File: src/rtl/dd_pkg.sv
package dd_pkg;

  localparam int unsigned DayW      = 5;
  localparam int unsigned MonthW    = 4;
  localparam int unsigned YearW     = 14;
  localparam int unsigned CountW    = 22;
  // Day number of a shifted year reaches about 6.1 million
  localparam int unsigned DayNumW   = 24;
  // Shifted year: year plus 400, up to 16783
  localparam int unsigned ShYearW   = 15;

  localparam logic [ShYearW-1:0] YearShift     = 15'd400;
  localparam logic [CountW-1:0]  DayCountMax   = 22'h3FFFFF;
  localparam logic [8:0]         DaysPerYear   = 9'd365;
  localparam logic [MonthW-1:0]  MonthFeb      = 4'd2;
  localparam logic [MonthW-1:0]  MonthDec      = 4'd12;
  localparam logic [DayW-1:0]    FebLeapDays   = 5'd29;

  // floor(x / 25) as (x * 1311) >> 15, exact for x below 4681
  localparam logic [10:0] Div25Mul   = 11'd1311;
  localparam int unsigned Div25Shift = 15;

  typedef struct packed {
    logic [DayW-1:0]   first_day;
    logic [MonthW-1:0] first_month;
    logic [YearW-1:0]  first_year;
    logic [DayW-1:0]   second_day;
    logic [MonthW-1:0] second_month;
    logic [YearW-1:0]  second_year;
  } dd_in_t;

  typedef struct packed {
    logic [CountW-1:0] day_count;
    logic              dates_valid;
  } dd_out_t;

  typedef struct packed {
    logic [DayW-1:0]   day;
    logic [MonthW-1:0] month;
    logic [YearW-1:0]  year;
  } date_t;

  typedef struct packed {
    logic [DayNumW-1:0] day_num;
    logic               ok;
  } lane_res_t;

  // Stage enables handed from the pipeline control to the lanes
  typedef struct packed {
    logic s1;
    logic s2;
  } lane_en_t;

  function automatic logic [8:0] div25(input logic [12:0] x);
    logic [23:0] prod;
    prod = 24'(x) * 24'(Div25Mul);
    return prod[Div25Shift +: 9];
  endfunction

  function automatic logic [DayW-1:0] month_len(input logic [MonthW-1:0] m);
    logic [DayW-1:0] len;
    unique case (m)
      4'd1, 4'd3, 4'd5, 4'd7, 4'd8, 4'd10, 4'd12: len = 5'd31;
      4'd4, 4'd6, 4'd9, 4'd11:                    len = 5'd30;
      4'd2:                                       len = 5'd28;
      default:                                    len = 5'd0;
    endcase
    return len;
  endfunction

  function automatic logic [8:0] days_before(input logic [MonthW-1:0] m);
    logic [8:0] n;
    unique case (m)
      4'd2:    n = 9'd31;
      4'd3:    n = 9'd59;
      4'd4:    n = 9'd90;
      4'd5:    n = 9'd120;
      4'd6:    n = 9'd151;
      4'd7:    n = 9'd181;
      4'd8:    n = 9'd212;
      4'd9:    n = 9'd243;
      4'd10:   n = 9'd273;
      4'd11:   n = 9'd304;
      4'd12:   n = 9'd334;
      default: n = 9'd0;
    endcase
    return n;
  endfunction

endpackage

File: src/rtl/dd_lane.sv
module dd_lane (
  input  logic             clk,
  input  dd_pkg::lane_en_t en,
  input  dd_pkg::date_t    date,
  output dd_pkg::lane_res_t res
);
  import dd_pkg::*;

  logic [ShYearW-1:0] ys;
  logic [ShYearW-1:0] p;
  logic [11:0]        ya;
  logic [9:0]         yb;
  logic [8:0]         qa;
  logic [8:0]         qb;
  logic               m4;
  logic               m100;
  logic               m400;
  logic               leap;
  logic [DayW-1:0]    len;
  logic               ok;

  // stage 1 registers
  logic [DayW-1:0]    day1;
  logic [MonthW-1:0]  mon1;
  logic               ok1;
  logic               leap1;
  logic [ShYearW-1:0] ys1;
  logic [12:0]        q4;
  logic [8:0]         c100;
  logic [8:0]         c400;

  logic [DayNumW-1:0] num;

  // Leap rule from the year's quotients by 4, 100 and 400, then month length and date check
  always_comb begin
    ys   = ShYearW'(date.year) + YearShift;
    p    = ys - ShYearW'(1);
    ya   = date.year[YearW-1:2];
    yb   = date.year[YearW-1:4];
    qa   = div25(13'(ya));
    qb   = div25(13'(yb));
    m4   = (date.year[1:0] == 2'd0);
    m100 = m4 && (13'(ya) == 13'(qa) * 13'd25);
    m400 = (date.year[3:0] == 4'd0) && (13'(yb) == 13'(qb) * 13'd25);
    leap = (m4 && !m100) || m400;
    len  = (date.month == MonthFeb && leap) ? FebLeapDays : month_len(date.month);
    ok   = (date.month != '0) && (date.month <= MonthDec) && (date.day != '0) &&
           (date.day <= len);
  end

  always_ff @(posedge clk) begin
    if (en.s1) begin
      day1  <= date.day;
      mon1  <= date.month;
      ok1   <= ok;
      leap1 <= leap;
      ys1   <= ys;
      q4    <= p[ShYearW-1:2];
      c100  <= div25(p[ShYearW-1:2]);
      c400  <= div25(13'(p[ShYearW-1:4]));
    end
  end

  always_comb begin
    num = DayNumW'(DaysPerYear) * DayNumW'(ys1) + DayNumW'(q4) - DayNumW'(c100) +
          DayNumW'(c400) + DayNumW'(days_before(mon1)) + DayNumW'(day1) +
          DayNumW'(leap1 && (mon1 > MonthFeb));
  end

  always_ff @(posedge clk) begin
    if (en.s2) begin
      res.day_num <= num;
      res.ok      <= ok1;
    end
  end

endmodule

File: src/rtl/dd_merge.sv
module dd_merge (
  input  logic              clk,
  input  logic              en,
  input  dd_pkg::lane_res_t a,
  input  dd_pkg::lane_res_t b,
  output dd_pkg::dd_out_t   result
);
  import dd_pkg::*;

  logic [DayNumW-1:0] diff;
  logic [CountW-1:0]  count;

  always_comb begin
    diff = (a.day_num >= b.day_num) ? a.day_num - b.day_num : b.day_num - a.day_num;
    // saturate at the top of the count field
    count = (diff > DayNumW'(DayCountMax)) ? DayCountMax : diff[CountW-1:0];
  end

  always_ff @(posedge clk) begin
    if (en) begin
      result.dates_valid <= a.ok && b.ok;
      result.day_count   <= (a.ok && b.ok) ? count : '0;
    end
  end

endmodule

File: src/rtl/date_difference_in_days.sv
// Absolute number of days between two proleptic Gregorian dates. Each date
// goes through its own lane, which checks it and turns it into a day number;
// a merge stage subtracts the two, saturates at the top of the 22-bit count
// and clears the count when either date is invalid. One word is taken every
// clock cycle unless a stall fills the pipeline; an accepted input is
// registered in the first lane stage, then the second lane stage, then the
// output register. A stall on the output holds every occupied stage behind
// it, and a free slot lets the input keep flowing.
module date_difference_in_days (
  input  logic            clk,
  input  logic            rst,
  input  logic            in_valid,
  output logic            in_ready,
  input  dd_pkg::dd_in_t  in_data,
  output logic            out_valid,
  input  logic            out_ready,
  output dd_pkg::dd_out_t out_data
);
  import dd_pkg::*;

  logic      v1;
  logic      v2;
  logic      rdy1;
  logic      rdy2;
  logic      rdy3;
  lane_en_t  en;
  date_t     date_a;
  date_t     date_b;
  lane_res_t res_a;
  lane_res_t res_b;

  assign rdy3     = !out_valid || out_ready;
  assign rdy2     = !v2 || rdy3;
  assign rdy1     = !v1 || rdy2;
  assign in_ready = rdy1;
  assign en.s1    = rdy1;
  assign en.s2    = rdy2;

  assign date_a = '{day: in_data.first_day, month: in_data.first_month,
                    year: in_data.first_year};
  assign date_b = '{day: in_data.second_day, month: in_data.second_month,
                    year: in_data.second_year};

  always_ff @(posedge clk) begin
    if (rst) begin
      v1        <= 1'b0;
      v2        <= 1'b0;
      out_valid <= 1'b0;
    end else begin
      if (rdy1) v1 <= in_valid;
      if (rdy2) v2 <= v1;
      if (rdy3) out_valid <= v2;
    end
  end

  dd_lane u_lane_a (
    .clk  (clk),
    .en   (en),
    .date (date_a),
    .res  (res_a)
  );

  dd_lane u_lane_b (
    .clk  (clk),
    .en   (en),
    .date (date_b),
    .res  (res_b)
  );

  dd_merge u_merge (
    .clk    (clk),
    .en     (rdy3),
    .a      (res_a),
    .b      (res_b),
    .result (out_data)
  );

endmodule
File: config.mk
export PLATFORM = sky130hd
export DESIGN_NAME = date_difference_in_days
export DESIGN_NICKNAME = d
export VERILOG_FILES = /design/src/rtl/dd_pkg.sv /design/src/rtl/dd_lane.sv /design/src/rtl/dd_merge.sv /design/src/rtl/date_difference_in_days.sv
export SDC_FILE = /design/constraint.sdc
export NUM_CORES = 2
export LEC_CHECK = 0
export ABC_AREA = 1
export BUFFER_PORTS_ARGS = -buffer_cell sky130_fd_sc_hd__buf_2
export CAP_MARGIN = 20
export CORE_ASPECT_RATIO = 0.8
export CORE_MARGIN = 10
export CORE_UTILIZATION = 50
export CTS_BUF_LIST = sky130_fd_sc_hd__clkbuf_16
export CTS_CLUSTER_DIAMETER = 100
export DETAILED_ROUTE_END_ITERATION = 8
export PLACE_DENSITY = 0.78
export SYNTH_ARGS = -nofsm -noshare
export SYNTH_HDL_FRONTEND = slang
export SYNTH_SLANG_ARGS = --single-unit
File: constraint.sdc
create_clock -name clk -period 27 [get_ports clk]
set_clock_uncertainty 0.05 [all_clocks]
set_input_delay 8.1 -clock clk [delete_from_list [all_inputs] [get_ports clk]]
set_output_delay 8.1 -clock clk [all_outputs]
set_load 0.02 [all_outputs]
# Yosys cells after proc, flatten, opt, wreduce, memory -nomap -nowiden
# Memories as Yosys holds them, arrays and structs flattened. A register that Yosys moved wholly into a read port is not among the register bits.
# Index checks and enable logic that the tools add are counted.
# W data, S select, Z words.
# word_totals
register_bits	186
latchBits	0
ramBits	0
mem_bits_ro	448
in_bits	50
output_inout_bits	25
elab_cells	116
mem_count	4
# classes
addsub	18
n_mul	14
div	0
n_lt_le_gt_ge	8
n_eq_ne	6
shift	0
mux	6
n_bitwise	0
n_reduce_logical	35
# memory_table
name	depth	width	rd	rd_ports_with_merged_regs	wr	line	rtl
(no name shown)	16	9	1	1	0	dd_pkg.sv:73	unique case (m)
(no name shown)	16	9	1	1	0	dd_pkg.sv:73	
(no name shown)	16	5	1	0	0	dd_pkg.sv:62	unique case (m)
(no name shown)	16	5	1	0	0	dd_pkg.sv:62	
# ops
cell	count
$add A24 B1 Y24	2
$add A24 B13 Y24	2
$add A24 B5 Y24	2
$add A24 B7 Y24	2
$add A24 B9 Y24	2
$mul A13 B11 Y24 const B	2
$mul A9 B15 Y24 const A	2
$sub A24 B24 Y24	2
$sub A24 B9 Y24	2
$mul A12 B11 Y23 const B	2
$mul A11 B11 Y22 const B	2
$mul A10 B11 Y21 const B	2
$add A14 B9 Y15 const B	2
$sub A15 B1 Y15 const B	2
$eq A12 B13 Y1	2
$mul A8 B5 Y13 const B	2
$ge A24 B24 Y1	1
$gt A24 B22 Y1 const B	1
$mux W24	1
$eq A10 B11 Y1	2
$mul A6 B5 Y11 const B	2
$mux W22	1
$logic_and A1 B1 Y1	17
$le A5 B5 Y1	2
other kinds (11)	28

# Longest topological paths before layout
# depth
word_depth	11
depth_mapped	53
mapped_depth_nobuf	53

# Cells and area by module
# Synthesis repeated with hierarchy kept, for this count alone.
# hier_totals
cells_unflattened	4730
area_unflattened_um2	41175.7
# modules_own_cells
mod	instances	cells_each	area_per_inst_um2	seq_area_each_um2
dd_lane at u_lane_b	1	2025	18537.8	2582.5
dd_lane at u_lane_a	1	1963	18227.5	2582.5
dd_merge	1	729	4295.4	690.7
date_difference_in_days	1	13	115.1	60.1

# Worst setup path before layout
# No wires, ideal clock.
# synth_path
kind	input -> output
startpoint	input out_ready
endpoint	output in_ready
arrival_time_ns	10.816
required_time_ns	18.850
path_slack_ns	8.034
cell_stages	7
path_buffers	1
path_cell_list	nor2_1 inv_2 nor2_1 inv_2 nor2_2 inv_2 buf_2
# synth_between
elab_chain_len	3
# synth_rtl
element	line	rtl
from (decl)	date_difference_in_days.sv:16	input logic out_ready,
$logic_or A1 B1 Y1	date_difference_in_days.sv:32	assign rdy3 = !out_valid || out_ready;
via rdy3	date_difference_in_days.sv:25	logic rdy3;
$logic_or A1 B1 Y1	date_difference_in_days.sv:33	assign rdy2 = !v2 || rdy3;
via rdy2	date_difference_in_days.sv:24	logic rdy2;
$logic_or A1 B1 Y1	date_difference_in_days.sv:34	assign rdy1 = !v1 || rdy2;
to (decl)	date_difference_in_days.sv:13	output logic in_ready,
# The timed path passes the listed nets, and every way through them passes these cells.

# Worst setup path in the final report
# Ends and elaborated chain as after synthesis.

==> results.cfg <==
[min_path]
hold_depth = 0
hp-class = flop to flop
min_from = u_lane_a.ok1
hold-path-endpoint = u_lane_a.res[0]

[layout]
drive_gt1_share_pct = 4.31
area_growth_syn_to_layout_pct = 5.99
seq_area_um2 = 5920
fin_nets = 6149
diodes = 0
nFillCells = 7162
multi_input_area_um2 = 30300

[synth]
yosys.area.top_type_share_pct = 28.2
syn_area_um2 = 40700
synthTopCellsByCount = inv_1, ha_1, nand2_1, fa_1, a21oi_1
synthXorXnorAreaFrac_pct = 4.38
synth_top_family_by_area = adder cells
ys_types = 56
ys_top_cells_by_area = ha_1, fa_1, edfxtp_1
yosys_warnings = 0
syn_area_per_cell_um2 = 8.79
synth_top_area_cell = ha_1
ys_seq_area_share_pct = 14.5
synthArstFlopShare_pct = 0
synthMuxAreaShare_pct = 0
synth_edf_count = 183
synth_compound_area_share_pct = 6.54
yosys_register_bits = 204
synthCells = 4634
synthAdderAreaFrac_pct = 50.9
yosysMostFrequentCell = inv_1
synthSimpleGateAreaFrac_pct = 12.5
synth_nets = 6065
ys.flop_type = edfxtp_1

[place]
hpwl_mm = 80.3
io_buffers = 74
gp_congestion = 0.933

[clock_tree]
cts_sinks = 204
cts_buffers = 26
h-tree-depth = 1
cts_root_buffer = clkbuf_16
cts-hold-fix-buffers = 0
clk_pin_slew_worst_paths_ns = 0.05
insertion_delay_ns = 0.56
cts_tree = yes
clock_path_buffers = 3
cts_setup_buffers = 0
cts_resized = 0

[global_route]
overflow = 0
grt_pass1_wl_mm = 154
grt_pass1_vias = 30700
antenna_found_initial = 6
grt_start_max_net_pins = 55
grt_use_total_pct = 19.9

[critical_path]
critPathArrivalTime_ns = 10.23
required_ns = 18.85
r2r_end = u_lane_a.res[23]
worstSetupEndpointType = output port
r2r_cells = 18
start_kind = input port
path_class = input port to output port
worstReg2RegStart = u_lane_a.ys1[6]
critPathMaxFanout = 54
r2r_slack_ns = 21.30

[status]
status = finished, final reports clean

[sta]
fmax_mhz = 54.4
worstMarginPinSlew_ns = 0.997
finalSetupViolCount = 0
post-route-min-period_ns = 18.38
hold_violations = 0
tns_ns = 0
rsz0062_at_grt = no
slew_headroom_pct = 33.3
timing.final.crit_share_pct = 68.1
drv_slew = 0

[floorplanning]
die_y_um = 275
ios = 75
rows = 93
die_area_um2 = 93400
die_w_um = 339
start_util_pct = 50.5
coreArea_um2 = 80600

[flow_run]
cap_viol_max_count = 0

[drt]
drt-vias-per-instance = 5.14
drc = 0
num_vias = 30000
drt-total-wl_mm = 92.1
ant_nets = 0
drt_first_pass_iters = 6
routedWlPerCell_um = 15.8
drt_iter0_drc = 2048
## layout make-up
| class | count | area share [%] |
|---|---|---|
| clock inverter | 20 | 0.270 |
| timing repair buffer | 81 | 0.980 |
| inverter | 1162 | 10.1 |
| clock buffer | 28 | 1.62 |
| multi-input combinational | 3243 | 70.1 |
| sequential | 204 | 13.7 |
| tap | 1092 | 3.16 |
## metrics by stage
stage | worst slack (ns) | cell area [um^2] | utilization [%] | instances | hold slack [ns]
after detailed placement | 8.54 | 42400 | 52.5 | 5782 | 0.377
final | 8.62 | 43200 | 53.5 | 5830 | 0.383
after global placement | 8.57 | 42400 | 52.5 | 5782 | 0.373
after global routing | 8.35 | 43200 | 53.5 | 5830 | 0.394
after CTS | 8.54 | 43200 | 53.5 | 5830 | 0.391
after floorplan | 8.03 | 40700 | - | 4634 | 0.350
## layout by cell type (no fill, tap or decap), drive strengths merged, types with 2 or more instances in the layout
master and n:
a211oi 5, a21boi 14, a21o 14, a21oi 252, a31oi 9, buf 81
clkbuf 28, clkinv 8, dfxtp 21, edfxtp 183, fa 462, ha 919
inv 1173, nand2 713, nand3 181, nand3b 4, nand4 42, nor2 194
nor3 35, nor3b 2, nor4 5, o211ai 7, o21a 6, o21ai 142
o21bai 19, o221ai 2, o22ai 2, o31ai 3, or2 7, xnor2 39
xnor3 2, xor2 156
## state kept, by name, indices dropped and copies added (netlist names), 4 cells and up, named ones only
signal and count:
u_lane_a.q4 13, u_lane_b.c100 9, u_lane_b.mon1 4, u_lane_b.ys1 15, u_lane_a.ys1 15, u_lane_a.c400 7, u_lane_a.day1 5, u_lane_a.mon1 4
u_lane_a.res 25, u_merge.result 23, u_lane_b.day1 5, u_lane_b.c400 7, u_lane_b.res 25, u_lane_b.q4 13, u_lane_a.c100 9
## how the worst max path moves through the flow
| stage | from | end | slack [ns] |
|---|---|---|---|
| after floorplan | out_ready | in_ready | 8.03 |
| after global placement | out_ready | in_ready | 8.57 |
| after detailed placement | out_ready | in_ready | 8.54 |
| after CTS | out_ready | in_ready | 8.54 |
| after global routing | out_ready | in_ready | 8.35 |
| final | out_ready | in_ready | 8.62 |
## logic make-up after synthesis
kind of cell,Yosys count
adders and majority gates,1381
buffers and inverters,1187
and+or+nand+nor,1185
AOI/OAI and AO/OA,479
DFF,204
xor gates and xnor gates,198
## layer usage
metal | global-route usage [%] | routed length, um
met5 | 0 | 40
met4 | 3.08 | 1350
met3 | 3.67 | 7150
met2 | 32.0 | 40100
met1 | 28.4 | 43500
## worst max-delay path, cell delays in order
cell	delay (ns)
buf_2	0.08
nor2_1	0.04
inv_2	0.33
nor2_1	0.13
inv_2	0.07
buf_4	0.50
nor2_2	0.17
inv_6	0.46
buf_2	0.28
Power is left out: the tool's default activity adds up to more than one toggle a clock period on the data nets, which glitch-free logic cannot reach.
